--- src/hw/rtl/jsce_pkg.sv ---
// Shared types, constants and helpers of the JTAG shift command encoder.
// No dependencies; the RTL modules and the bench files import it.
package jsce_pkg;

  localparam int MAX_SHIFT_BITS = 64;
  localparam int MAX_MOVE_BITS  = 32;

  localparam logic [6:0] MAX_SHIFT_CNT = 7'(MAX_SHIFT_BITS);
  localparam logic [6:0] MAX_MOVE_CNT  = 7'(MAX_MOVE_BITS);

  // MPSSE opcodes.
  localparam logic [7:0] OP_BYTES_RD = 8'h39;
  localparam logic [7:0] OP_BYTES    = 8'h19;
  localparam logic [7:0] OP_BITS_RD  = 8'h3b;
  localparam logic [7:0] OP_BITS     = 8'h1b;
  localparam logic [7:0] OP_TMS_RD   = 8'h6b;
  localparam logic [7:0] OP_TMS      = 8'h4b;
  localparam logic [7:0] OP_FLUSH    = 8'h87;
  localparam logic [5:0] TMS_MASK    = 6'h3f;

  localparam logic [2:0] CHUNK_BITS  = 3'd6;

  typedef enum logic [3:0] {
    ST_IDLE,
    ST_ERR,
    ST_BY_OP,
    ST_BY_LEN,
    ST_BY_ZERO,
    ST_BY_DATA,
    ST_CH_OP,
    ST_CH_LEN,
    ST_CH_DATA,
    ST_JM_OP,
    ST_JM_LEN,
    ST_JM_DATA,
    ST_FLUSH
  } st_t;

  typedef struct packed {
    logic [7:0] cmd_byte;
    logic       last;
    logic       error;
  } byte_t;

  typedef struct packed {
    logic       load;
    logic       shift;
    logic [3:0] amt;
  } shctl_t;

  // Mask of the low n bits of a byte, n from 0 to 8.
  function automatic logic [7:0] low_mask(input logic [3:0] n);
    logic [7:0] m;
    m = 8'hff;
    if (n < 4'd8) begin
      m = 8'((9'd1 << n) - 9'd1);
    end
    return m;
  endfunction

endpackage

--- src/hw/rtl/jsce_if.sv ---
// Channel interfaces of the command encoder: request in, command byte out.
// Depends on nothing else.
interface jsce_req_if;
  logic       valid;
  logic       ready;
  logic       command;
  logic [6:0] bit_count;
  logic [63:0] data_bits;
  logic       read_back;
  logic [2:0] move_count;
  logic [5:0] move_bits;

  modport source (output valid, command, bit_count, data_bits, read_back,
                  move_count, move_bits, input ready);
  modport sink (input valid, command, bit_count, data_bits, read_back,
                move_count, move_bits, output ready);
endinterface

interface jsce_rsp_if;
  logic       valid;
  logic       ready;
  logic [7:0] cmd_byte;
  logic       last;
  logic       error;

  modport source (output valid, cmd_byte, last, error, input ready);
  modport sink (input valid, cmd_byte, last, error, output ready);
endinterface

--- src/hw/rtl/jtag_shift_command_encoder_top.sv ---
// Top level of the JTAG shift command encoder.
// Depends on jsce_pkg, jsce_if, jsce_shreg, jsce_seq and jsce_obuf.
//
// Usage. A request arrives on the req channel as one transfer: a TMS move
// (command = 1, up to 32 bits) or a TDI shift (command = 0, up to 64 bits,
// optionally ending in a joined TMS move and with readback). The block answers
// on the rsp channel with the MPSSE command bytes of that request, one byte per
// transfer, with last set on the final byte. A request with bad counts gives a
// single transfer with error and last set and a zero byte. An empty TMS move
// is accepted and gives no transfer at all.
//
// Timing. req.ready is high only while no request is being walked, so one
// request is worked on at a time. After acceptance the sequencer state is
// registered, and each byte then passes through the output register; the bytes
// follow at one per cycle while the receiver keeps ready high, up to twenty per
// request. The rate is set by the sequencer, which produces one byte per cycle
// from a 64-bit shift register stepped by 8 or by up to 6 bits. An output
// register sits in front of rsp: while the receiver stalls it holds the byte
// steady and the sequencer waits. The next request is taken as soon as the last
// byte has entered that register.
//
// Reset (rst, synchronous, active high) returns the sequencer to idle and
// empties the output register; no other state needs clearing.
module jtag_shift_command_encoder_top (
  input  logic       clk,
  input  logic       rst,
  jsce_req_if.sink   req,
  jsce_rsp_if.source rsp
);
  import jsce_pkg::*;

  shctl_t     shctl;
  byte_t      item;
  logic       push;
  logic       space;
  logic [7:0] low_byte;

  // The sequencer owns the request handshake and decides every byte.
  jsce_seq u_seq (
    .clk      (clk),
    .rst      (rst),
    .req      (req),
    .space    (space),
    .low_byte (low_byte),
    .push     (push),
    .item     (item),
    .shctl    (shctl)
  );

  // Data bits are loaded at acceptance and shifted out as bytes or chunks.
  jsce_shreg u_shreg (
    .clk       (clk),
    .ctl       (shctl),
    .load_data (req.data_bits),
    .low_byte  (low_byte)
  );

  // Output register decouples the sequencer from a stalling receiver.
  jsce_obuf u_obuf (
    .clk   (clk),
    .rst   (rst),
    .push  (push),
    .item  (item),
    .space (space),
    .rsp   (rsp)
  );

endmodule

--- src/hw/rtl/jsce_shreg.sv ---
// Data shift register: holds the request's bits and shifts them out by digits.
// Depends on jsce_pkg.
module jsce_shreg (
  input  logic            clk,
  input  jsce_pkg::shctl_t ctl,
  input  logic [63:0]     load_data,
  output logic [7:0]      low_byte
);
  import jsce_pkg::*;

  logic [63:0] data;

  always_ff @(posedge clk) begin
    if (ctl.load) begin
      data <= load_data;
    end else if (ctl.shift) begin
      data <= data >> ctl.amt;
    end
  end

  assign low_byte = data[7:0];

endmodule

--- src/hw/rtl/jsce_obuf.sv ---
// Output register between the sequencer and the byte channel.
// Depends on jsce_pkg and jsce_rsp_if.
module jsce_obuf (
  input  logic             clk,
  input  logic             rst,
  input  logic             push,
  input  jsce_pkg::byte_t  item,
  output logic             space,
  jsce_rsp_if.source       rsp
);
  import jsce_pkg::*;

  logic  valid;
  byte_t held;

  always_ff @(posedge clk) begin
    if (rst) begin
      valid <= 1'b0;
    end else if (push) begin
      valid <= 1'b1;
    end else if (rsp.ready) begin
      valid <= 1'b0;
    end
  end

  always_ff @(posedge clk) begin
    if (push) begin
      held <= item;
    end
  end

  assign space        = !valid || rsp.ready;
  assign rsp.valid    = valid;
  assign rsp.cmd_byte = held.cmd_byte;
  assign rsp.last     = held.last;
  assign rsp.error    = held.error;

endmodule

--- src/hw/rtl/jsce_seq.sv ---
// Sequencer: decodes a request and walks its bytes one a cycle unless stalled.
// Depends on jsce_pkg and jsce_req_if.
module jsce_seq (
  input  logic              clk,
  input  logic              rst,
  jsce_req_if.sink          req,
  input  logic              space,
  input  logic [7:0]        low_byte,
  output logic              push,
  output jsce_pkg::byte_t   item,
  output jsce_pkg::shctl_t  shctl
);
  import jsce_pkg::*;

  st_t        state;
  st_t        state_next;
  st_t        base;
  st_t        first;
  st_t        after_chunks;
  logic       shift_mode;
  logic       rd;
  logic [2:0] mcount;
  logic [5:0] mbits;
  logic [5:0] left;
  logic [3:0] nby;
  logic [2:0] x;
  logic [5:0] left_after;
  logic       has_move;
  logic [6:0] eff;
  logic       accept;

  assign accept   = (state == ST_IDLE) && req.valid;
  assign req.ready = (state == ST_IDLE);
  assign has_move = (req.move_count != 3'd0);
  assign eff      = req.bit_count - {6'd0, has_move};
  assign x        = (left > {3'd0, CHUNK_BITS}) ? CHUNK_BITS : left[2:0];
  assign left_after = left - {3'd0, x};

  // Decode of a newly offered request.
  always_comb begin
    first = ST_IDLE;
    if (req.command) begin
      if (req.bit_count > MAX_MOVE_CNT) begin
        first = ST_ERR;
      end else if (req.bit_count != 7'd0) begin
        first = ST_CH_OP;
      end
    end else begin
      if (req.bit_count > MAX_SHIFT_CNT || (has_move && req.bit_count == 7'd0) ||
          eff == 7'd0 || req.move_count > 3'd6) begin
        first = ST_ERR;
      end else if (eff[6:3] != 4'd0) begin
        first = ST_BY_OP;
      end else begin
        first = ST_CH_OP;
      end
    end
  end

  always_comb begin
    after_chunks = ST_IDLE;
    if (shift_mode) begin
      if (mcount != 3'd0) begin
        after_chunks = ST_JM_OP;
      end else if (rd) begin
        after_chunks = ST_FLUSH;
      end
    end
  end

  // Next state.
  always_comb begin
    base = ST_IDLE;
    case (state)
      ST_IDLE:    base = first;
      ST_ERR:     base = ST_IDLE;
      ST_BY_OP:   base = ST_BY_LEN;
      ST_BY_LEN:  base = ST_BY_ZERO;
      ST_BY_ZERO: base = ST_BY_DATA;
      ST_BY_DATA: begin
        if (nby != 4'd1) begin
          base = ST_BY_DATA;
        end else if (left != 6'd0) begin
          base = ST_CH_OP;
        end else begin
          base = after_chunks;
        end
      end
      ST_CH_OP:   base = ST_CH_LEN;
      ST_CH_LEN:  base = ST_CH_DATA;
      ST_CH_DATA: base = (left_after != 6'd0) ? ST_CH_OP : after_chunks;
      ST_JM_OP:   base = ST_JM_LEN;
      ST_JM_LEN:  base = ST_JM_DATA;
      ST_JM_DATA: base = rd ? ST_FLUSH : ST_IDLE;
      ST_FLUSH:   base = ST_IDLE;
      default:    base = ST_IDLE;
    endcase
    if (state == ST_IDLE) begin
      state_next = req.valid ? first : ST_IDLE;
    end else begin
      state_next = space ? base : state;
    end
  end

  // Outputs.
  always_comb begin
    item.cmd_byte = 8'h00;
    item.last     = (base == ST_IDLE);
    item.error    = (state == ST_ERR);
    shctl.load    = accept;
    shctl.shift   = 1'b0;
    shctl.amt     = 4'd0;
    case (state)
      ST_IDLE:    item.cmd_byte = 8'h00;
      ST_ERR:     item.cmd_byte = 8'h00;
      ST_BY_OP:   item.cmd_byte = rd ? OP_BYTES_RD : OP_BYTES;
      ST_BY_LEN:  item.cmd_byte = {4'd0, nby - 4'd1};
      ST_BY_ZERO: item.cmd_byte = 8'h00;
      ST_BY_DATA: begin
        item.cmd_byte = low_byte;
        shctl.shift   = space;
        shctl.amt     = 4'd8;
      end
      ST_CH_OP: begin
        if (shift_mode) begin
          item.cmd_byte = rd ? OP_BITS_RD : OP_BITS;
        end else begin
          item.cmd_byte = OP_TMS;
        end
      end
      ST_CH_LEN:  item.cmd_byte = {5'd0, x - 3'd1};
      ST_CH_DATA: begin
        item.cmd_byte = low_byte & low_mask({1'b0, x});
        shctl.shift   = space;
        shctl.amt     = {1'b0, x};
      end
      ST_JM_OP:   item.cmd_byte = rd ? OP_TMS_RD : OP_TMS;
      ST_JM_LEN:  item.cmd_byte = {5'd0, mcount - 3'd1};
      ST_JM_DATA: item.cmd_byte = {low_byte[0], 1'b0, mbits & TMS_MASK};
      ST_FLUSH:   item.cmd_byte = OP_FLUSH;
      default:    item.cmd_byte = 8'h00;
    endcase
    push = (state != ST_IDLE) && space;
  end

  always_ff @(posedge clk) begin
    if (rst) begin
      state <= ST_IDLE;
    end else begin
      state <= state_next;
    end
  end

  // Request fields and digit counters.
  always_ff @(posedge clk) begin
    if (accept) begin
      shift_mode <= !req.command;
      rd         <= req.read_back;
      mcount     <= req.move_count;
      mbits      <= req.move_bits;
      if (req.command) begin
        left <= req.bit_count[5:0];
        nby  <= 4'd0;
      end else begin
        left <= {3'd0, eff[2:0]};
        nby  <= eff[6:3];
      end
    end else if (space) begin
      if (state == ST_BY_DATA) begin
        nby <= nby - 4'd1;
      end
      if (state == ST_CH_DATA) begin
        left <= left_after;
      end
    end
  end

endmodule

--- src/flat_wrapper.sv ---
// flat-port wrapper written by rule: the top's interface ports become plain ports
module jtag_shift_command_encoder_top_flat import jsce_pkg::*;
  (clk, rst, req_valid, req_command, req_bit_count, req_data_bits, req_read_back, req_move_count, req_move_bits, req_ready, rsp_valid, rsp_cmd_byte, rsp_last, rsp_error, rsp_ready);
  jsce_req_if req_i ();
  jsce_rsp_if rsp_i ();
  input  logic clk;
  input  logic rst;
  input wire logic [$bits(req_i.valid)-1:0] req_valid;
  input wire logic [$bits(req_i.command)-1:0] req_command;
  input wire logic [$bits(req_i.bit_count)-1:0] req_bit_count;
  input wire logic [$bits(req_i.data_bits)-1:0] req_data_bits;
  input wire logic [$bits(req_i.read_back)-1:0] req_read_back;
  input wire logic [$bits(req_i.move_count)-1:0] req_move_count;
  input wire logic [$bits(req_i.move_bits)-1:0] req_move_bits;
  output wire logic [$bits(req_i.ready)-1:0] req_ready;
  output wire logic [$bits(rsp_i.valid)-1:0] rsp_valid;
  output wire logic [$bits(rsp_i.cmd_byte)-1:0] rsp_cmd_byte;
  output wire logic [$bits(rsp_i.last)-1:0] rsp_last;
  output wire logic [$bits(rsp_i.error)-1:0] rsp_error;
  input wire logic [$bits(rsp_i.ready)-1:0] rsp_ready;
  assign req_i.valid = req_valid;
  assign req_i.command = req_command;
  assign req_i.bit_count = req_bit_count;
  assign req_i.data_bits = req_data_bits;
  assign req_i.read_back = req_read_back;
  assign req_i.move_count = req_move_count;
  assign req_i.move_bits = req_move_bits;
  assign req_ready = req_i.ready;
  assign rsp_valid = rsp_i.valid;
  assign rsp_cmd_byte = rsp_i.cmd_byte;
  assign rsp_last = rsp_i.last;
  assign rsp_error = rsp_i.error;
  assign rsp_i.ready = rsp_ready;
  jtag_shift_command_encoder_top u_core (.clk(clk), .rst(rst), .req(req_i), .rsp(rsp_i));
endmodule
--- config.mk ---
export PLATFORM = sky130hd
export DESIGN_NAME = jtag_shift_command_encoder_top_flat
export DESIGN_NICKNAME = d
export VERILOG_FILES = /design/src/hw/rtl/jsce_pkg.sv /design/src/hw/rtl/jsce_if.sv /design/src/hw/rtl/jtag_shift_command_encoder_top.sv /design/src/hw/rtl/jsce_shreg.sv /design/src/hw/rtl/jsce_obuf.sv /design/src/hw/rtl/jsce_seq.sv /design/src/flat_wrapper.sv
export SDC_FILE = /design/constraint.sdc
export NUM_CORES = 1
export LEC_CHECK = 0
export BUFFER_PORTS_ARGS = -buffer_cell sky130_fd_sc_hd__buf_2
export CAP_MARGIN = 0
export CORE_UTILIZATION = 60
export CTS_BUF_LIST = sky130_fd_sc_hd__clkbuf_4 sky130_fd_sc_hd__clkbuf_8 sky130_fd_sc_hd__clkbuf_16
export CTS_CLUSTER_SIZE = 12
export DETAILED_ROUTE_END_ITERATION = 8
export PLACE_DENSITY_LB_ADDON = 0.12
export SYNTH_ARGS = -nofsm -noshare
export SYNTH_HDL_FRONTEND = slang
export SYNTH_HIERARCHICAL = 1
export SYNTH_SLANG_ARGS = --single-unit
--- constraint.sdc ---
create_clock -name clk -period 4.2 [get_ports clk]
set_clock_uncertainty 0.05 [all_clocks]
set_input_delay 0.84 -clock clk [delete_from_list [all_inputs] [get_ports clk]]
set_output_delay 0.84 -clock clk [all_outputs]
set_load 0.005 [all_outputs]
==> summary by stage <==
Outcome
The flow ran to the end, and the final reports show no timing, DRC or antenna violations.

Routing
In the routed layout, each cell is associated on average with a via count of 6.80. The detailed-route via count is 6498. The residual antenna-violating net count after detailed routing is 0.

The number of DRC markers in iteration 0 is 666. The length of the first detailed-routing pass in iterations is 5. The routed design has 20100 µm of wire. For this run, design rule violations remaining after detail routing come to 0.

The routed wire length per instance is 21.1 µm.

Yosys
The synthesized instance count is 721. Sorting the synthesized cells by how often they occur yields 95 x sky130_fd_sc_hd__edfxtp_1, 60 x sky130_fd_sc_hd__mux4_2, 59 x sky130_fd_sc_hd__nand2_1. For this run, the leading register cell type out of synthesis is sky130_fd_sc_hd__edfxtp_1. After synthesis, the share of flip-flops with an asynchronous set or reset is 0%. The largest total area in the synthesized netlist belongs to sky130_fd_sc_hd__edfxtp_1. The number of distinct library cells after synthesis is 71. The top cell type by area accounts for 35.9% of the synthesized area. The post-synthesis area per instance is 11.0 µm². Sorting the synthesized cells by area gives the leading types as sky130_fd_sc_hd__edfxtp_1 36%, sky130_fd_sc_hd__mux4_2 17%, sky130_fd_sc_hd__mux2_2 6.5%. Yosys mapped a number of flops with a built-in enable equal to 95. The cell with the most instances after synthesis is sky130_fd_sc_hd__edfxtp_1. The sequential fraction of the synthesis area is 37.2%.

The net count after synthesis is 818. Yosys printed 6 warnings. The number of flip-flops and latches in the synthesized netlist is 100.

The post-synthesis instance area is 7940 µm².

Final layout
The final net count is 874. The fraction of final layout cells sized beyond drive strength 1 is 33.6%. After routing the design area is 8680 µm². After filler insertion, the fill cell instance count of the layout stands at 1001. The post-layout utilization of the core is 67.9%. The area growth from synthesis to layout is 9.25%.

Timing
For the finished layout, the period the worst path requires is 3.42 ns. The number of endpoints with negative hold slack in the final report came to 0. The achievable frequency is 293 MHz. The relative slew slack is 18.2%. Setup total negative slack on the finished layout was measured at 0 ns. The final setup violation count is 0. For the pin with the worst max-slew slack, the measured transition is 1.23 ns. Setup repair after global routing left no endpoint under its margin.

The number of max-slew violations in the final report is 0. The worst path uses 81.4% of the clock period.

Setup path
STA classifies the critical path startpoint as a flip-flop. The worst register-to-register path begins at u_core/u_seq/state[2]$_SDFFE_PP0P_. In this run the worst path has a maximum fanout of 55. The signal arrival time at the worst endpoint is 3.48 ns. STA puts the critical path data required time at 4.26 ns. The critical path is of the flip-flop to flip-flop type.

The critical path capture point type is a flip-flop. For the worst flop-to-flop path, the logic depth is 8. The capturing point of the worst reg2reg path is u_core/u_shreg/data[0]$_DFFE_PP_.

The critical path launch point is u_core/u_seq/state[2]$_SDFFE_PP0P_. The setup check on the worst reg-to-reg path leaves a slack of 0.78 ns.

Floorplan
The die covers 13700 µm². The floorplan step set the die height to 117 µm. The core region area is 12800 µm². The initial cell density of the core is 62.2%. 98 I/O pins were placed. The standard-cell row count is 41. Measured along the x axis, the die boundary spans 117 µm.

Worst hold path
The endpoint with the worst hold slack is u_core/u_obuf/rsp.valid$_SDFFE_PP0P_. The class of the worst hold path is flip-flop to flip-flop. The number of cells on the worst hold path is 2. The origin of the worst min-delay path is u_core/u_obuf/rsp.valid$_SDFFE_PP0P_.

Placed design
The total placed instance area is 8390 µm². Routability-driven placement finished with a final weighted congestion of 0.930. The count of buffers inserted at the top-level ports is 97.

The half-perimeter wire length of the detailed placement result is 14400 µm.

Clock network
The TritonCTS clock tree is done. The clock passes through at most 2 buffers. The cell at the root of the clock tree is sky130_fd_sc_hd__clkbuf_16.

In this run the post-CTS setup repair buffer count came out at 0. The number of sinks handled by clock tree synthesis is 100. At the later pin of the worst-skew pair, clock insertion delay measures 0.36 ns.

Gates resized during post-CTS repair numbered 0. The clock transition time at the flip-flop clock pins of the worst setup and hold paths is 0.07 ns. The H-tree was split into 3 levels.

The hold-fix buffer count after cts is 0. The number of buffers created by CTS is 9.

GRT
The first global-routing pass estimated 31800 µm of wire. The number of global-route vias before repair is 5961. The sum of overflow across all layers after global routing is 0. Global routing used 31.0% of the available tracks. The initial antenna violation count is 0. The maximum number of pins on one net before global-route repair is 75.

Pwr
In this run the power density over the cells is 325 nW/µm². Summed over all cells, the static leakage comes to 3.22 nW. IR analysis of the VDD net gives a maximum drop of 0.298 mV.

Flow run
The tool flagged a number of max-cap violations equal to 0.
[how the worst max path moves through the flow]
stage	end	slack, ns
after floorplan	u_core/u_shreg/data[10]$_DFFE_PP_	0.48
after global placement	u_core/u_shreg/data[41]$_DFFE_PP_	0.92
after detailed placement	u_core/u_shreg/data[50]$_DFFE_PP_	0.84
after CTS	u_core/u_shreg/data[0]$_DFFE_PP_	0.81
after global routing	u_core/u_shreg/data[50]$_DFFE_PP_	0.53
final	u_core/u_shreg/data[0]$_DFFE_PP_	0.78
[cells by family (layout without fill, tap and decap cells)]
| logic type | count (synthesis) | count (layout) | synth area share (%) |
|---|---|---|---|
| AND/OR/NAND/NOR | 144 | 144 | 9.22 |
| flip-flops | 100 | 100 | 37.2 |
| adder cells (fa/ha/maj) | 11 | 11 | 1.73 |
| buffers and inverters | 124 | 185 | 7.56 |
| XOR/XNOR | 11 | 11 | 1.21 |
| AO/OA/AOI/OAI | 200 | 200 | 16.5 |
| multiplexers | 130 | 130 | 26.6 |
| other | 1 | 2 | 0.0472 |
[metal layers]
| metal | global-route usage, % | routed length, µm | vias up |
|---|---|---|---|
| met1 | 45.9 | 8660 | 3151 |
| met2 | 46.3 | 9210 | 402 |
| li1 | - | - | 2920 |
| met3 | 6.49 | 1990 | 25 |
| met5 | 0 | 0 | - |
| met4 | 8.86 | 274 | 0 |
[worst max-delay path: stages (launching register included)]
cell,delay [ns]
sky130_fd_sc_hd__dfxtp_1,0.35
sky130_fd_sc_hd__inv_1,0.09
sky130_fd_sc_hd__ha_1,0.41
sky130_fd_sc_hd__and2_2,0.28
sky130_fd_sc_hd__nand2_1,0.10
sky130_fd_sc_hd__inv_2,0.80
sky130_fd_sc_hd__mux4_2,0.43
sky130_fd_sc_hd__mux2_2,0.30
sky130_fd_sc_hd__a221o_1,0.33
[metrics by stage]
stage	cells	power [mW]	setup WS (ns)	hold slack [ns]
2_1_floorplan	721	1.81	0.479	0.467
3_3_place_gp	938	1.99	0.919	0.473
3_5_place_dp	938	2.02	0.844	0.492
4_1_cts	954	2.82	0.807	0.502
5_1_grt	954	2.94	0.534	0.525
6_report	955	2.82	0.782	0.503
[sequential cells by signal (all words and copies together) (netlist names)]
name,count
u_core/u_seq/nby,4
u_core/u_seq/mbits,6
u_core/u_obuf/rsp.error,1
u_core/u_seq/rd,1
u_core/u_obuf/rsp.cmd_byte,8
u_core/u_obuf/rsp.last,1
u_core/u_seq/shift_mode,1
u_core/u_shreg/data,64
u_core/u_obuf/rsp.valid,1
u_core/u_seq/left,6
u_core/u_seq/state,4
u_core/u_seq/mcount,3
[placed cells by master, fill, tap and decap left out, drive strengths merged, types with 7 or more instances in the layout]
cell type,Yosys,layout
buf,34,110
inv,58,58
ha,11,11
o22ai,38,38
a21oi,54,54
nand2b,7,7
mux2,46,46
mux2i,24,24
o21ai,40,40
mux4,60,60
o221a,13,13
nand2,59,59
nor2,22,22
nor3,11,11
clkbuf,31,12
edfxtp,95,95
nand3,9,9
[final cells by class]
type | instances | area [µm²] | area share [%]
Multi-Input combinational cell | 497 | 4400 | 50.7
Sequential cell | 100 | 2950 | 34.0
Timing Repair Buffer | 110 | 608 | 7.01
Clock buffer | 12 | 254 | 2.93
Inverter | 59 | 221 | 2.55
Tap cell | 172 | 215 | 2.48
Clock inverter | 4 | 26.3 | 0.303
Antenna cell | 1 | 2.50 | 0.0288
[power breakdown]
part	switching [mW]	internal (mW)	leakage, nW
Sequential	0.124	1.25	0.948
Combinational	0.340	0.304	2.14
Clock	0.375	0.431	0.139
Power figures use the tool's default switching activity.
